$ cat config.mk
export PLATFORM = sky130hd
export DESIGN_NAME = schemed_dsv_byte_parser_flat
export DESIGN_NICKNAME = d
export VERILOG_FILES = /design/src/rtl/core/dsvp_pkg.sv /design/src/rtl/core/dsvp_in_if.sv /design/src/rtl/core/dsvp_out_if.sv /design/src/rtl/core/schemed_dsv_byte_parser.sv /design/src/flat_wrapper.sv
export SDC_FILE = /design/constraint.sdc
export NUM_CORES = 1
export LEC_CHECK = 0
export BUFFER_PORTS_ARGS = -buffer_cell sky130_fd_sc_hd__buf_2
export CELL_PAD_IN_SITES_DETAIL_PLACEMENT = 0
export CELL_PAD_IN_SITES_GLOBAL_PLACEMENT = 1
export CORE_AREA = 2 2 172 217
export CTS_CLUSTER_SIZE = 40
export DETAILED_ROUTE_END_ITERATION = 10
export DIE_AREA = 0 0 174 219
export PLACE_DENSITY = 0.88
export SYNTH_ARGS = -nofsm -noshare
export SYNTH_HDL_FRONTEND = slang
export SYNTH_SLANG_ARGS = --single-unit
$ cat constraint.sdc
create_clock -name clk -period 6.6 [get_ports clk]
set_clock_uncertainty 0.1 [all_clocks]
set_input_delay 1.32 -clock clk [delete_from_list [all_inputs] [get_ports clk]]
set_output_delay 1.32 -clock clk [all_outputs]
set_load 0.02 [all_outputs]
$ cat src/rtl/core/dsvp_pkg.sv
`timescale 1ns / 1ps
// ----------------------------------------------------------------------------
// dsvp_pkg
// Shared types and constants of the delimiter-separated byte parser.
// ----------------------------------------------------------------------------
package dsvp_pkg;

    // Upper bound on the column count in use
    localparam logic [15:0] MaxColumns = 16'd255;

    // Largest legal table index
    localparam logic [34:0] IndexMax = 35'h0_7FFF_FFFF;

    // Result buffer depth: most results one item can cause
    localparam int MaxResults = 3;

    // Configuration register indexes
    typedef enum logic [2:0] {
        REG_ESCAPE_SYMBOL    = 3'd0,
        REG_FIELD_SEPARATOR  = 3'd1,
        REG_RECORD_SEPARATOR = 3'd2,
        REG_TABLE_INDEX_EN   = 3'd3,
        REG_COLUMN_COUNT     = 3'd4,
        REG_UNESCAPE_PAIRS   = 3'd5
    } reg_index_t;

    // Result event codes
    typedef enum logic [3:0] {
        EV_DATA         = 4'd0,
        EV_RECORD_BEGIN = 4'd1,
        EV_FIELD_END    = 4'd2,
        EV_RECORD_END   = 4'd3,
        EV_TABLE_SWITCH = 4'd4,
        EV_INCOMPLETE   = 4'd5,
        EV_UNFINISHED   = 4'd6,
        EV_FINISH_OK    = 4'd7,
        EV_BAD_INDEX    = 4'd8,
        EV_EXTRA_FIELD  = 4'd9
    } event_t;

    // Input item kinds
    localparam logic KIND_DATA   = 1'b0;
    localparam logic KIND_FINISH = 1'b1;

    // One buffered result (row number is shared by all results of an item)
    typedef struct packed {
        event_t      ev;
        logic [7:0]  data;
        logic [7:0]  col;
        logic [30:0] tab;
    } result_t;

    function automatic result_t make_result(event_t ev, logic [7:0] data,
                                            logic [7:0] col, logic [30:0] tab);
        result_t r;
        r.ev   = ev;
        r.data = data;
        r.col  = col;
        r.tab  = tab;
        return r;
    endfunction

endpackage

$ cat src/rtl/core/dsvp_in_if.sv
`timescale 1ns / 1ps
// ----------------------------------------------------------------------------
// dsvp_in_if
// Input channel: one text byte or a finish marker per item.
// ----------------------------------------------------------------------------
interface dsvp_in_if;
    logic       valid;
    logic       ready;
    logic       kind;
    logic [7:0] data_byte;

    modport source (output valid, output kind, output data_byte, input ready);
    modport sink   (input valid, input kind, input data_byte, output ready);
endinterface

$ cat src/rtl/core/dsvp_out_if.sv
`timescale 1ns / 1ps
// ----------------------------------------------------------------------------
// dsvp_out_if
// Result channel: parser events with column, table and row information.
// ----------------------------------------------------------------------------
interface dsvp_out_if;
    logic        valid;
    logic        ready;
    logic [3:0]  event_res;
    logic [7:0]  out_byte;
    logic [7:0]  column;
    logic [30:0] table_number;
    logic [31:0] row_number;
    logic        last;

    modport source (output valid, output event_res, output out_byte, output column,
                    output table_number, output row_number, output last, input ready);
    modport sink   (input valid, input event_res, input out_byte, input column,
                    input table_number, input row_number, input last, output ready);
endinterface

$ cat src/rtl/core/schemed_dsv_byte_parser.sv
`timescale 1ns / 1ps
// ----------------------------------------------------------------------------
// schemed_dsv_byte_parser
// Fixed-column delimiter-separated text parser with escapes and table index.
// ----------------------------------------------------------------------------
//  channel  | dir | handshake      | payload
//  ---------+-----+----------------+------------------------------------------
//  text     | in  | valid / ready  | kind, data_byte
//  result   | out | valid / ready  | event_res, out_byte, column,
//           |     |                | table_number, row_number, last
//  cfg      | in  | cfg_we         | cfg_index, cfg_data (64 bits)
//
//  An accepted item is parsed in the same cycle; its 0 to 3 results land in a
//  result buffer and leave one per cycle while result.ready is high, from the
//  next cycle on. Items with at most one result sustain one item per cycle
//  while result.ready is high; the buffer drain sets the rate, so an item with
//  more results holds the input. A new item is taken while the last buffered
//  result is being handed over. rst_n clears the parser state, buffer level and
//  configuration registers, not the result payload; no clearing pass is needed.
// ----------------------------------------------------------------------------
module schemed_dsv_byte_parser (
    input  logic        clk,
    input  logic        rst_n,
    input  logic        cfg_we,
    input  logic [2:0]  cfg_index,
    input  logic [63:0] cfg_data,
    dsvp_in_if.sink     text,
    dsvp_out_if.source  result
);
    import dsvp_pkg::*;

    // Configuration registers
    logic [7:0]  escape_symbol_reg;
    logic [7:0]  field_separator_reg;
    logic [7:0]  record_separator_reg;
    logic        table_index_en_reg;
    logic [7:0]  column_count_reg;
    logic [63:0] unescape_pairs_reg;

    // Parser state
    logic        escape_pending_reg, escape_pending_next;
    logic        record_open_reg, record_open_next;
    logic        token_nonempty_reg, token_nonempty_next;
    logic [7:0]  field_count_reg, field_count_next;
    logic [30:0] current_table_reg, current_table_next;
    logic [30:0] index_acc_reg, index_acc_next;
    logic        index_invalid_reg, index_invalid_next;
    logic [31:0] row_count_reg, row_count_next;

    // Result buffer
    result_t     res_reg [MaxResults];
    result_t     res_next [MaxResults];
    logic [1:0]  res_left_reg, res_left_next;
    logic [31:0] res_row_reg;

    logic        in_take;
    logic        out_take;
    logic [7:0]  cols;
    logic [15:0] cols_wide;
    logic [1:0]  n_v;
    logic [7:0]  ch;
    logic [7:0]  unesc;
    logic        is_digit;
    logic [34:0] acc_prod;
    logic        do_take;
    logic        do_sep;
    logic        sep_is_record;

    // Handshakes
    assign out_take    = result.valid && result.ready;
    assign text.ready  = (res_left_reg == 2'd0) || ((res_left_reg == 2'd1) && result.ready);
    assign in_take     = text.valid && text.ready;

    // Result port
    assign result.valid        = (res_left_reg != 2'd0);
    assign result.event_res    = res_reg[0].ev;
    assign result.out_byte     = res_reg[0].data;
    assign result.column       = res_reg[0].col;
    assign result.table_number = res_reg[0].tab;
    assign result.row_number   = res_row_reg;
    assign result.last         = (res_left_reg == 2'd1);

    // Column count in use
    assign cols_wide = ({8'd0, column_count_reg} < MaxColumns) ?
                       {8'd0, column_count_reg} : MaxColumns;
    assign cols      = cols_wide[7:0];

    // Unescape map: lowest matching pair wins
    always_comb
    begin
        unesc = text.data_byte;
        for (int k = 3; k >= 0; k--)
        begin
            if (unescape_pairs_reg[16*k+8 +: 8] == text.data_byte)
            begin
                unesc = unescape_pairs_reg[16*k +: 8];
            end
        end
    end

    // Classify the byte
    always_comb
    begin
        do_take       = 1'b0;
        do_sep        = 1'b0;
        sep_is_record = 1'b0;
        ch            = text.data_byte;
        if (escape_pending_reg)
        begin
            do_take = 1'b1;
            ch      = unesc;
        end
        else if (text.data_byte == escape_symbol_reg)
        begin
            do_take = 1'b0;
        end
        else if (text.data_byte == record_separator_reg)
        begin
            do_sep        = 1'b1;
            sep_is_record = 1'b1;
        end
        else if (text.data_byte == field_separator_reg)
        begin
            do_sep = 1'b1;
        end
        else
        begin
            do_take = 1'b1;
        end
    end

    // Index digit accumulate: acc * 10 + digit
    assign is_digit = (ch >= 8'h30) && (ch <= 8'h39);
    assign acc_prod = ({4'd0, index_acc_reg} << 3) + ({4'd0, index_acc_reg} << 1)
                    + {31'd0, ch[3:0] - 4'h0};

    // Next state and results of one item
    always_comb
    begin
        escape_pending_next = escape_pending_reg;
        record_open_next    = record_open_reg;
        token_nonempty_next = token_nonempty_reg;
        field_count_next    = field_count_reg;
        current_table_next  = current_table_reg;
        index_acc_next      = index_acc_reg;
        index_invalid_next  = index_invalid_reg;
        row_count_next      = row_count_reg;
        n_v                 = 2'd0;
        for (int i = 0; i < MaxResults; i++)
        begin
            res_next[i] = make_result(EV_DATA, 8'd0, 8'd0, 31'd0);
        end

        if (text.kind == KIND_FINISH)
        begin
            if (record_open_reg || token_nonempty_reg || escape_pending_reg)
            begin
                res_next[0] = make_result(EV_UNFINISHED, 8'd0, 8'd0, 31'd0);
            end
            else
            begin
                res_next[0] = make_result(EV_FINISH_OK, 8'd0, 8'd0, 31'd0);
            end
            n_v                 = 2'd1;
            token_nonempty_next = 1'b0;
            index_acc_next      = 31'd0;
            index_invalid_next  = 1'b0;
        end
        else
        begin
            // Record opens on its first byte when no index is read
            if (!table_index_en_reg && !record_open_reg)
            begin
                res_next[n_v]    = make_result(EV_RECORD_BEGIN, 8'd0, 8'd0, 31'd0);
                n_v              = n_v + 2'd1;
                record_open_next = 1'b1;
            end

            if (escape_pending_reg)
            begin
                escape_pending_next = 1'b0;
            end
            else if (text.data_byte == escape_symbol_reg)
            begin
                escape_pending_next = 1'b1;
            end

            if (do_take)
            begin
                token_nonempty_next = 1'b1;
                if (table_index_en_reg && !record_open_next)
                begin
                    if (!index_invalid_reg)
                    begin
                        if (is_digit && (acc_prod <= IndexMax))
                        begin
                            index_acc_next = acc_prod[30:0];
                        end
                        else
                        begin
                            index_invalid_next = 1'b1;
                        end
                    end
                end
                else
                begin
                    res_next[n_v] = make_result(EV_DATA, ch, 8'd0, 31'd0);
                    n_v           = n_v + 2'd1;
                end
            end
            else if (do_sep)
            begin
                if (!record_open_next)
                begin
                    // Index token ends
                    if (index_invalid_reg || !token_nonempty_reg)
                    begin
                        res_next[n_v] = make_result(EV_BAD_INDEX, 8'd0, 8'd0, 31'd0);
                        n_v           = n_v + 2'd1;
                    end
                    else if (index_acc_reg != current_table_reg)
                    begin
                        current_table_next = index_acc_reg;
                        res_next[n_v]      = make_result(EV_TABLE_SWITCH, 8'd0, 8'd0,
                                                         index_acc_reg);
                        n_v                = n_v + 2'd1;
                    end
                    res_next[n_v]       = make_result(EV_RECORD_BEGIN, 8'd0, 8'd0, 31'd0);
                    n_v                 = n_v + 2'd1;
                    record_open_next    = 1'b1;
                    token_nonempty_next = 1'b0;
                    index_acc_next      = 31'd0;
                    index_invalid_next  = 1'b0;
                end
                else
                begin
                    if (field_count_reg < cols)
                    begin
                        res_next[n_v]    = make_result(EV_FIELD_END, 8'd0, field_count_reg,
                                                       31'd0);
                        field_count_next = field_count_reg + 8'd1;
                    end
                    else
                    begin
                        res_next[n_v] = make_result(EV_EXTRA_FIELD, 8'd0, 8'd0, 31'd0);
                    end
                    n_v                 = n_v + 2'd1;
                    token_nonempty_next = 1'b0;
                    if (sep_is_record)
                    begin
                        if (field_count_next < cols)
                        begin
                            res_next[n_v] = make_result(EV_INCOMPLETE, 8'd0, 8'd0, 31'd0);
                        end
                        else
                        begin
                            res_next[n_v] = make_result(EV_RECORD_END, 8'd0, 8'd0, 31'd0);
                        end
                        n_v              = n_v + 2'd1;
                        record_open_next = 1'b0;
                        field_count_next = 8'd0;
                        row_count_next   = row_count_reg + 32'd1;
                    end
                end
            end
        end
    end

    // Buffer fill level
    always_comb
    begin
        res_left_next = res_left_reg;
        if (in_take)
        begin
            res_left_next = n_v;
        end
        else if (out_take)
        begin
            res_left_next = res_left_reg - 2'd1;
        end
    end

    // Configuration registers
    always_ff @(posedge clk or negedge rst_n)
    begin
        if (!rst_n)
        begin
            escape_symbol_reg    <= 8'd92;
            field_separator_reg  <= 8'd9;
            record_separator_reg <= 8'd10;
            table_index_en_reg   <= 1'b0;
            column_count_reg     <= 8'd1;
            unescape_pairs_reg   <= 64'd0;
        end
        else if (cfg_we)
        begin
            unique case (reg_index_t'(cfg_index))
                REG_ESCAPE_SYMBOL:    escape_symbol_reg    <= cfg_data[7:0];
                REG_FIELD_SEPARATOR:  field_separator_reg  <= cfg_data[7:0];
                REG_RECORD_SEPARATOR: record_separator_reg <= cfg_data[7:0];
                REG_TABLE_INDEX_EN:   table_index_en_reg   <= cfg_data[0];
                REG_COLUMN_COUNT:     column_count_reg     <= cfg_data[7:0];
                REG_UNESCAPE_PAIRS:   unescape_pairs_reg   <= cfg_data;
                default: ;
            endcase
        end
    end

    // Parser state and buffer level
    always_ff @(posedge clk or negedge rst_n)
    begin
        if (!rst_n)
        begin
            escape_pending_reg <= 1'b0;
            record_open_reg    <= 1'b0;
            token_nonempty_reg <= 1'b0;
            field_count_reg    <= 8'd0;
            current_table_reg  <= 31'd0;
            index_acc_reg      <= 31'd0;
            index_invalid_reg  <= 1'b0;
            row_count_reg      <= 32'd0;
            res_left_reg       <= 2'd0;
        end
        else
        begin
            res_left_reg <= res_left_next;
            if (in_take)
            begin
                escape_pending_reg <= escape_pending_next;
                record_open_reg    <= record_open_next;
                token_nonempty_reg <= token_nonempty_next;
                field_count_reg    <= field_count_next;
                current_table_reg  <= current_table_next;
                index_acc_reg      <= index_acc_next;
                index_invalid_reg  <= index_invalid_next;
                row_count_reg      <= row_count_next;
            end
        end
    end

    // Result payload: load on a new item, shift down as results leave
    always_ff @(posedge clk)
    begin
        if (in_take)
        begin
            for (int i = 0; i < MaxResults; i++)
            begin
                res_reg[i] <= res_next[i];
            end
            res_row_reg <= row_count_reg;
        end
        else if (out_take)
        begin
            for (int i = 0; i < MaxResults - 1; i++)
            begin
                res_reg[i] <= res_reg[i+1];
            end
        end
    end

    // Checks
    a_finish_one_result: assert property (@(posedge clk) disable iff (!rst_n)
        (in_take && (text.kind == KIND_FINISH)) |=>
            (result.valid && result.last &&
             ((result.event_res == EV_UNFINISHED) || (result.event_res == EV_FINISH_OK))))
        else $error("finish item did not give a single finish result");

    a_accept_when_drained: assert property (@(posedge clk) disable iff (!rst_n)
        in_take |-> ((res_left_reg == 2'd0) || ((res_left_reg == 2'd1) && out_take)))
        else $error("item accepted over undelivered results");

    a_row_step: assert property (@(posedge clk) disable iff (!rst_n)
        (row_count_reg != $past(row_count_reg)) |->
            ((row_count_reg == $past(row_count_reg) + 32'd1) && $past(in_take)))
        else $error("row count moved by more than one record");

endmodule
$ cat src/flat_wrapper.sv
// flat-port wrapper written by rule: the top's interface ports become plain ports
module schemed_dsv_byte_parser_flat import dsvp_pkg::*;
  (clk, rst_n, cfg_we, cfg_index, cfg_data, text_valid, text_kind, text_data_byte, text_ready, result_valid, result_event_res, result_out_byte, result_column, result_table_number, result_row_number, result_last, result_ready);
  dsvp_in_if text_i ();
  dsvp_out_if result_i ();
  input  logic clk;
  input  logic rst_n;
  input  logic cfg_we;
  input  logic [2:0] cfg_index;
  input  logic [63:0] cfg_data;
  input wire logic [$bits(text_i.valid)-1:0] text_valid;
  input wire logic [$bits(text_i.kind)-1:0] text_kind;
  input wire logic [$bits(text_i.data_byte)-1:0] text_data_byte;
  output wire logic [$bits(text_i.ready)-1:0] text_ready;
  output wire logic [$bits(result_i.valid)-1:0] result_valid;
  output wire logic [$bits(result_i.event_res)-1:0] result_event_res;
  output wire logic [$bits(result_i.out_byte)-1:0] result_out_byte;
  output wire logic [$bits(result_i.column)-1:0] result_column;
  output wire logic [$bits(result_i.table_number)-1:0] result_table_number;
  output wire logic [$bits(result_i.row_number)-1:0] result_row_number;
  output wire logic [$bits(result_i.last)-1:0] result_last;
  input wire logic [$bits(result_i.ready)-1:0] result_ready;
  assign text_i.valid = text_valid;
  assign text_i.kind = text_kind;
  assign text_i.data_byte = text_data_byte;
  assign text_ready = text_i.ready;
  assign result_valid = result_i.valid;
  assign result_event_res = result_i.event_res;
  assign result_out_byte = result_i.out_byte;
  assign result_column = result_i.column;
  assign result_table_number = result_i.table_number;
  assign result_row_number = result_i.row_number;
  assign result_last = result_i.last;
  assign result_i.ready = result_ready;
  schemed_dsv_byte_parser u_core (.clk(clk), .rst_n(rst_n), .cfg_we(cfg_we), .cfg_index(cfg_index), .cfg_data(cfg_data), .text(text_i), .result(result_i));
endmodule
After elaboration in Yosys (flattened, before gate mapping)
Memory sizes are Yosys's and may differ from the RTL's.
Index checks and enable logic that the tools add are counted.
- bits in registers: 237
- latch bits: 0
- RAM bits: 153
- ROM bits: 0
- word-level logic and storage cells: 217
- memories kept: 1
- memory list (memory ; depth ; width ; rd ports ; clocked after memory_dff ; write ports ; RTL line ; text):
    u_core.res_reg ; 3 ; 51 ; 3 ; 0 ; 3 ; schemed_dsv_byte_parser.sv:51 ; result_t res_reg [MaxResults];
- add/sub/neg operators: 8
- multipliers: 0
- div/mod/pow operators: 0
- order comparisons: 12
- equality and inequality tests: 18
- shift-type cells: 0
- mux-type cells: 102
- bitwise operators: 24
- reductions and logical operators: 36
- operators with widths (kind ; count):
    153-bit 2-to-1 mux ; 17
    153-bit bitwise mux ; 3
    147-bit AND ; 3
    147-bit NOT ; 3
    51-bit 2-to-1 mux ; 7
    51-bit demux with 2-bit select ; 3
    150-bit AND ; 2
    150-bit NOT ; 2
    31-bit 2-to-1 mux ; 7
    102-bit 2-to-1 mux ; 1
    48-bit 2-to-1 mux ; 2
    8-bit 2-to-1 mux ; 12
    8-bit == test ; 7
    34-bit by 32-bit adder with 35-bit output ; 1
    35-bit by 4-bit adder with 35-bit output ; 1
    35-bit by 31-bit less-or-equal comparator with 1-bit output (second input constant) ; 1
    1-bit 2-to-1 mux ; 35
    32-bit by 1-bit adder with 32-bit output (second input constant) ; 1
    31-bit inequality test ; 1
    2-bit 2-to-1 mux ; 15
    6-bit OR ; 3
    8-bit less-than comparator ; 2
    2-bit AND reduction ; 8
    6-bit AND reduction ; 2
    other kinds (28) ; 61

Longest topological paths before layout
Gate-level depths: netlist of run 1.
- depth after elaboration: 24
- mapped depth: 23
- mapped depth without buffers: 19

Worst setup path before layout of run 1
OpenSTA, ideal clock, no wires.
- kind: input to register
- start: input text_data_byte[2]
- end: register u_core.index_acc_reg[0]
- arrival: 5.822 ns
- slack: 0.557 ns
- cell stages on the path: 20
- path buffers: 2
- path through: buf_4 -> xor2_1 -> nor4_4 -> nand2_1 -> and3_1 -> o2bb2ai_1 -> fa_1 -> inv_1 -> fa_1 -> nor2b_1 -> o31a_1 -> o22ai_1 -> a221o_1 -> o31ai_1 -> a311oi_1 -> xnor2_1 -> nor4_4 -> o21ai_1 -> buf_2 -> a22o_1
- elaborated cells between the ends (all ways): 37
- classes of those cells: add/sub: 1; order compare: 3; eq/ne: 11; mux: 18; reduce/logical: 4
- RTL lines (what ; RTL line ; text):
    start, declared ; flat_wrapper.sv:13 ; input wire logic [$bits(text_i.data_byte)-1:0] text_data_byte;
    8-bit == test ; schemed_dsv_byte_parser.sv:94 ; if (unescape_pairs_reg[16*k+8 +: 8] == text.data_byte)
    8-bit 2-to-1 mux (3 in series) ; schemed_dsv_byte_parser.sv:94 ;
    8-bit 2-to-1 mux (*) ; schemed_dsv_byte_parser.sv:94 ;
    8-bit 2-to-1 mux (*) ; schemed_dsv_byte_parser.sv:108 ; if (escape_pending_reg)
    via u_core.ch[3] ; schemed_dsv_byte_parser.sv:61 ; logic [7:0] ch;
    35-bit by 4-bit adder with 35-bit output (tied with other cells) ; schemed_dsv_byte_parser.sv:135 ; + {31'd0, ch[3:0] - 4'h0};
    35-bit by 31-bit less-or-equal comparator with 1-bit output or 1-bit logical AND (tied branches) ; schemed_dsv_byte_parser.sv:195, schemed_dsv_byte_parser.sv:133 ;
    1-bit logical AND (*) ; schemed_dsv_byte_parser.sv:195 ; if (is_digit && (acc_prod <= IndexMax))
    3-bit inequality test (no source line) (*) ; n/a ;
    6-bit AND reduction (no source line) (*) ; n/a ;
    end signal, assigned ; schemed_dsv_byte_parser.sv:334 ; index_acc_reg <= index_acc_next;
    end, declared ; schemed_dsv_byte_parser.sv:46 ; logic [30:0] index_acc_reg, index_acc_next;
The timed path passes the listed nets; every way through them passes the cells marked *. The select of a mux whose other input is x is not followed.
A chain may end at the register's enable or synchronous reset.

Final worst setup path of run 1
- start: input text_data_byte[1]
- end: register u_core.index_acc_reg[22]
- cells in the longest elaborated chain, start to end: 12
- elaborated cells between the ends (all ways): 37
- classes of those cells: add/sub: 1; order compare: 3; eq/ne: 11; mux: 18; reduce/logical: 4
- RTL lines (what ; RTL line):
    8-bit == test ; schemed_dsv_byte_parser.sv:94
    8-bit 2-to-1 mux (3 in series) ; schemed_dsv_byte_parser.sv:94
    8-bit 2-to-1 mux (*) ; schemed_dsv_byte_parser.sv:94
    8-bit 2-to-1 mux (*) ; schemed_dsv_byte_parser.sv:108
    via u_core.ch[3] ; schemed_dsv_byte_parser.sv:61
    branches (longest 6 deep; another with 35-bit by 4-bit adder with 35-bit output) ; n/a
Mark *: on every way through the listed nets, which the timed path passes. The select of a mux whose other input is x is not followed.

==> impl_metrics.json, run 1 <==
{
  "switching_share": 0.290,
  "cts-root-buf": "clkbuf_16",
  "num_antenna_cells": 0,
  "grt.busiest_layer": "met2",
  "p_int_mw": 4.20,
  "core_mm2": 0.0359,
  "io_pins": 167,
  "maxSlewViolCount": 0,
  "drv_cap": 0,
  "rows": 78,
  "power.density_mw_per_mm2": 301,
  "combPwrFrac": 0.191,
  "setup_viol": 0,
  "met3_usage": 0.0312,
  "ys_seq_area_frac": 0.530,
  "slowest_stage": "fa_1",
  "die_w_um": 174,
  "seqPwrFrac": 0.480,
  "worstPathCellList": "buf_2 > xor2_1 > nor4_4 > a211oi_2 > a221oi_1 > o2bb2ai_1 > fa_1 > inv_1 > fa_1 > nor2b_1 > o31a_1 > o22ai_1 > a221o_1 > a211oi_1 > and4_1 > or4_4 > nor4_4 > and3b_1 > buf_12 > a22o_1",
  "synthCells": 1431,
  "clk_latency_ns": 0.54,
  "required_ns": 6.95,
  "worst_pin_slew_ns": 1.23,
  "ys_async_sr_fraction": 0.599,
  "drive_gt1_frac": 0.240,
  "dr.pass1.iters": 6,
  "clkPwrFrac": 0.329,
  "peakVddDrop_v": 0.000222,
  "place_area_mm2": 0.0185,
  "worstRegToRegCells": 19,
  "clkTransAtPathRegs_ns": 0.06,
  "status": "complete, no violations",
  "wl_per_cell_um": 18.3,
  "critPathCaptureType": "flop",
  "cts_tree": "yes",
  "critPathLaunchType": "input pin",
  "cts_resized": 0,
  "ys_warn_count": 0,
  "grt_setup_unrepaired": "no",
  "grt_start_max_net_pins": 164,
  "hpwl_um": 27700,
  "place.port_buffers": 166,
  "wl_um": 38100,
  "crit_type": "in -> reg",
  "synth-main-ff-cell": "dfrtp_1",
  "timing.final.ws_setup_ns": 0.530,
  "min_period_ns": 6.07,
  "hold_viol": 0,
  "hold_depth": 0,
  "antenna_found_initial": 1,
  "synth-edff-count": 137,
  "largest_reg_flops": 105,
  "syn_area_mm2": 0.0175,
  "ys_ff_latch": 342,
  "die_h_um": 219,
  "stdcell_area_mm2": 0.0197,
  "min_to": "u_core.result.row_number[9]",
  "switching_power_mw": 1.72,
  "synth.avg_cell_area_um2": 12.2,
  "worstPathMaxFanout": 31,
  "cts_setup_buffers": 0,
  "place_ws_ns": 0.0214,
  "tns_ns": 0,
  "hp-class": "reg -> reg",
  "relSlewSlack": 0.181,
  "start_util": 0.486,
  "r2r_end": "u_core.index_acc_reg[22]",
  "area_growth_pct": 12.6,
  "use_met2": 0.367,
  "finalCritPeriodShare": 0.920,
  "max_stage_delay_ns": 0.52,
  "grt_pass1_vias": 11500,
  "reg2reg_slack_ns": 1.09,
  "die_area_mm2": 0.0381,
  "clockBufferDepth": 3,
  "nNetsFinal": 1740,
  "antenna_left": 0,
  "drtIter0Drc": 711,
  "place.gp.congestion": 0.894,
  "numCtsBuffers": 35,
  "clkSinkCount": 342,
  "drc": 0,
  "htreeDepth": 2,
  "grt_usage": 0.202,
  "hold_buffers": 0,
  "avgViaCountPerCell": 5.46,
  "grt_use_met1": 0.240,
  "vias": 11300,
  "r2r-start": "u_core.unescape_pairs_reg[13]",
  "netlist-cell-type-count": 67,
  "holdCritStartpoint": "u_core.row_count_reg[9]",
  "overflow": 0,
  "cp_data_arrival_time_ns": 6.42,
  "grt_pass1_wl_um": 61200,
  "fmax_mhz": 165,
  "leakage_nw": 8.87
}
[final cells by class]
| class | instances | area (um2) |
|---|---|---|
| multi-input cells | 972 | 7510 |
| well taps | 480 | 601 |
| fillers | 3111 | 16300 |
| flip-flops and latches | 342 | 9260 |
| clock buffers | 50 | 1010 |
| repair buffers | 184 | 1010 |
| inverters | 36 | 135 |
| clock inverters | 13 | 120 |
[through the flow]
stage	util	instances	total power [mW]	hold slack, ns
6_report	0.547	2077	5.92	0.354
5_1_grt	0.547	2077	6.19	0.374
4_1_cts	0.547	2077	5.98	0.359
3_5_place_dp	0.516	2014	4.03	0.343
3_3_place_gp	0.516	2014	3.99	0.343
2_1_floorplan	-	1461	3.71	0.325
[layer usage]
metal	up-vias	routed length (um)
li1	5454	-
met1	5574	15400
met2	245	20000
met3	69	1450
met4	2	1250
met5	-	7
[worst max-delay path: cells and delay by family]
family / cells / cell delay (ns)
adder cells (fa/ha/maj): 2 / 0.73
XOR/XNOR: 1 / 0.29
buffers and inverters: 3 / 0.55
AO/OA/AOI/OAI: 8 / 2.15
AND/OR/NAND/NOR: 6 / 1.38
[power groups by stage]
stage	Clock, mW	Sequential (mW)	Combinational [mW]
finish	1.95	2.84	1.13
global route	2.07	2.87	1.24
CTS	1.99	2.84	1.15
detailed placement	0	2.88	1.15
global placement	0	2.87	1.12
floorplan	0	2.85	0.860
[Yosys cell counts, drive strengths merged (7+ instances only)]
library cell | n | area (um2)
a21o | 22 | 165
a21oi | 45 | 225
a221oi | 7 | 61.3
a22o | 81 | 709
a31oi | 14 | 87.6
and2 | 14 | 87.6
and3 | 14 | 87.6
buf | 76 | 549
clkbuf | 35 | 131
dfrtp | 196 | 4900
dfstp | 9 | 236
edfxtp | 137 | 4110
ha | 86 | 1080
inv | 36 | 135
mux2 | 125 | 1410
nand2 | 73 | 274
nand3 | 27 | 135
nand4 | 34 | 213
nor2 | 65 | 244
nor2b | 11 | 68.8
nor3 | 18 | 90.1
nor4 | 13 | 126
o211ai | 7 | 52.6
o21a | 7 | 52.6
o21ai | 49 | 245
xnor2 | 96 | 841
xor2 | 55 | 482
[cells in the final DEF (no fill, tap or decap), types with 14 or more instances in the layout]
cell / count
and2_1: 14
nand2_1: 73
nand4_1: 34
o21ai_0: 46
clkbuf_16: 37
mux2_2: 123
a21o_1: 22
a21oi_1: 45
conb_1: 31
nor2_1: 65
nor3_1: 18
buf_4: 15
ha_1: 86
a31oi_1: 14
nand3_1: 26
xor2_1: 55
a22o_1: 81
buf_2: 165
xnor2_1: 96
edfxtp_1: 137
inv_1: 36
dfrtp_1: 196
[worst max path at each step]
stage	from	endpoint	slack, ns	cells after the start
floorplan	text_data_byte[2]	u_core.index_acc_reg[0]	0.56	20
global placement	text_data_byte[7]	u_core.index_acc_reg[25]	0.24	20
detailed placement	text_data_byte[1]	u_core.index_acc_reg[22]	0.02	20
CTS	text_data_byte[5]	u_core.index_acc_reg[22]	0.58	20
global route	text_data_byte[1]	u_core.index_acc_reg[22]	0.26	20
finish	text_data_byte[1]	u_core.index_acc_reg[22]	0.53	20
[logic make-up after synthesis]
family,Yosys count,share of synthesized area
other,1,0.000215
AO/OA/AOI/OAI,274,0.112
XOR/XNOR,151,0.0758
flip-flops,342,0.530
AND/OR/NAND/NOR,300,0.0890
buffers and inverters,147,0.0467
adder cells (fa/ha/maj),88,0.0639
multiplexers,128,0.0823
Note: power is estimated with default switching activity, not from simulation.
==> inputs of run 2 (changes only) <==
CORE_AREA = 2 2 203 255   (was 2 2 172 217)
DIE_AREA = 0 0 205 257   (was 0 0 174 219)
GPL_TIMING_DRIVEN = 0   (was unset)
PLACE_DENSITY = 0.69   (was 0.88)
==> run 2 against run 1 <==
  * Via count is 2.6% higher
  * Count of clock-buffer cells in the layout up 2
  * Die area rose by 38%
  * Setup slack got worse by 0.25 ns
  * Flip-flop and latch count did not move
  * Maximum frequency fell by 4.0%
  * Cell area up 4.5%
  * Non-clock buffer count up 86
  * Core utilization is 14 points lower
  * Largest power group unchanged
==> impl_metrics.json, run 2 (synthesis gave the netlist of run 1 again) <==
{
  "avgViaCountPerCell": 4.96,
  "cts-root-buf": "clkbuf_16",
  "finalCritPeriodShare": 0.958,
  "finalPower_mw": 6.21,
  "place.port_buffers": 157,
  "grt_pass1_vias": 12100,
  "num_antenna_cells": 0,
  "hpwl_um": 31600,
  "post-route-util": 0.409,
  "clkSinkCount": 342,
  "overflow": 0,
  "crit_type": "in -> reg",
  "grt_setup_unrepaired": "no",
  "cts_tree": "yes",
  "final_cell_mix": "dfrtp_1 (196), buf_2 (163), edfxtp_1 (137)",
  "worstSetupEndpoint": "u_core.index_acc_reg[28]",
  "start_util": 0.348,
  "io_pins": 167,
  "hp-class": "reg -> reg",
  "worst_pin_slew_ns": 1.23,
  "stdcell_area_mm2": 0.0205,
  "grt_usage": 0.164,
  "critPathCaptureType": "flop",
  "r2r_end": "u_core.index_acc_reg[28]",
  "place_area_mm2": 0.0192,
  "area_growth_pct": 17.6,
  "cts_resized": 2,
  "drc": 0,
  "numCtsBuffers": 37,
  "dr.pass1.iters": 5,
  "wl_per_cell_um": 18.3,
  "vias": 11600,
  "tns_ns": 0,
  "grt_pass1_wl_um": 68100,
  "clkTransAtPathRegs_ns": 0.06,
  "drive_gt1_frac": 0.259,
  "peakVddDrop_v": 0.000192,
  "antenna_left": 0,
  "largest_reg_flops": 105,
  "cp-startpoint": "text_data_byte[4]",
  "die_h_um": 257,
  "worstRegToRegCells": 19,
  "antenna_found_initial": 1,
  "final_common_cell": "dfrtp_1",
  "htreeDepth": 2,
  "hold_buffers": 0,
  "setup_viol": 0,
  "core_mm2": 0.0502,
  "required_ns": 6.89,
  "min_period_ns": 6.32,
  "relSlewSlack": 0.180,
  "place.gp.congestion": 0.845,
  "rows": 92,
  "grt_start_max_net_pins": 118,
  "maxSlewViolCount": 0,
  "hold_viol": 0,
  "drv_cap": 0,
  "clk_latency_ns": 0.54,
  "wl_um": 42900,
  "fmax_mhz": 158,
  "reg2reg_slack_ns": 0.91,
  "worstPathMaxFanout": 10,
  "cp_data_arrival_time_ns": 6.62,
  "status": "complete, no violations",
  "critPathLaunchType": "input pin",
  "leakage_nw": 9.24,
  "power.density_mw_per_mm2": 303,
  "cts_setup_buffers": 0,
  "clockBufferDepth": 3,
  "r2r-start": "u_core.unescape_pairs_reg[12]",
  "drtIter0Drc": 412,
  "die_area_mm2": 0.0527,
  "die_w_um": 205,
  "nNetsFinal": 1828
}
run 2: cell types whose count changed in the layout (fill, tap and decap cells not counted), moves of 2 or more:
cell        previous run  this run
buf_6                  0         5
buf_12                 3         0
clkbuf_16             37        39
buf_2                165       163
buf_4                 15        58
buf_16                 0         2
clkbuf_1               9        43
buf_1                  0         6
clkinv_2               2         8
clkinvlp_4             4         1
run 2: critical path, cell delays in order:
cell	delay, ns
buf_4	0.19
xor2_1	0.21
nor4_4	0.43
nand2_1	0.26
and3_1	0.27
o2bb2ai_2	0.17
fa_1	0.53
inv_1	0.07
fa_1	0.46
nor2b_1	0.17
o31a_1	0.23
o22ai_2	0.15
a221o_1	0.44
o31ai_4	0.33
a311oi_1	0.17
xnor2_1	0.20
nor4_4	0.32
o21ai_1	0.17
buf_2	0.24
a22o_1	0.25
run 2: stage by stage:
stage | worst slack (ns) | hold slack, ns | instances
2_1_floorplan | 0.557 | 0.325 | 1461
3_3_place_gp | -0.764 | 0.359 | 2276
3_5_place_dp | -0.730 | 0.341 | 2278
4_1_cts | 0.0296 | 0.355 | 2346
5_1_grt | 0.0699 | 0.357 | 2346
6_report | 0.277 | 0.362 | 2346
run 2: worst min-delay path by stage:
| stage | from | end | slack, ns | cells past startpoint |
|---|---|---|---|---|
| after floorplan | u_core.row_count_reg[9] | u_core.result.row_number[9] | 0.32 | 0 |
| after global placement | u_core.row_count_reg[31] | u_core.row_count_reg[31] | 0.36 | 1 |
| after detailed placement | u_core.row_count_reg[9] | u_core.result.row_number[9] | 0.34 | 0 |
| after CTS | u_core.row_count_reg[9] | u_core.result.row_number[9] | 0.36 | 0 |
| after global routing | u_core.row_count_reg[9] | u_core.result.row_number[9] | 0.36 | 0 |
| final | u_core.row_count_reg[9] | u_core.result.row_number[9] | 0.36 | 0 |
run 2: cell type report:
type	count	area, um2
fillers	4923	29700
flip-flops and latches	342	9260
well taps	658	823
clock inverters	16	159
clock buffers	52	1070
plain buffers	111	681
multi-input cells	972	7550
repair buffers	159	851
inverters	36	135
run 2: power breakdown:
| part | total (mW) | internal (mW) | switching, mW |
|---|---|---|---|
| Combinational | 1.33 | 0.545 | 0.783 |
| Clock | 2.08 | 1.23 | 0.855 |
| Sequential | 2.81 | 2.65 | 0.157 |
run 2: layer usage:
metal  GRT usage  vias up  share of wire
met3      0.0255       55          0.035
met2       0.294      214           0.51
met4      0.0438        0          0.020
met1       0.203     5728           0.43
li1            -     5647              -
met5           0        -              0
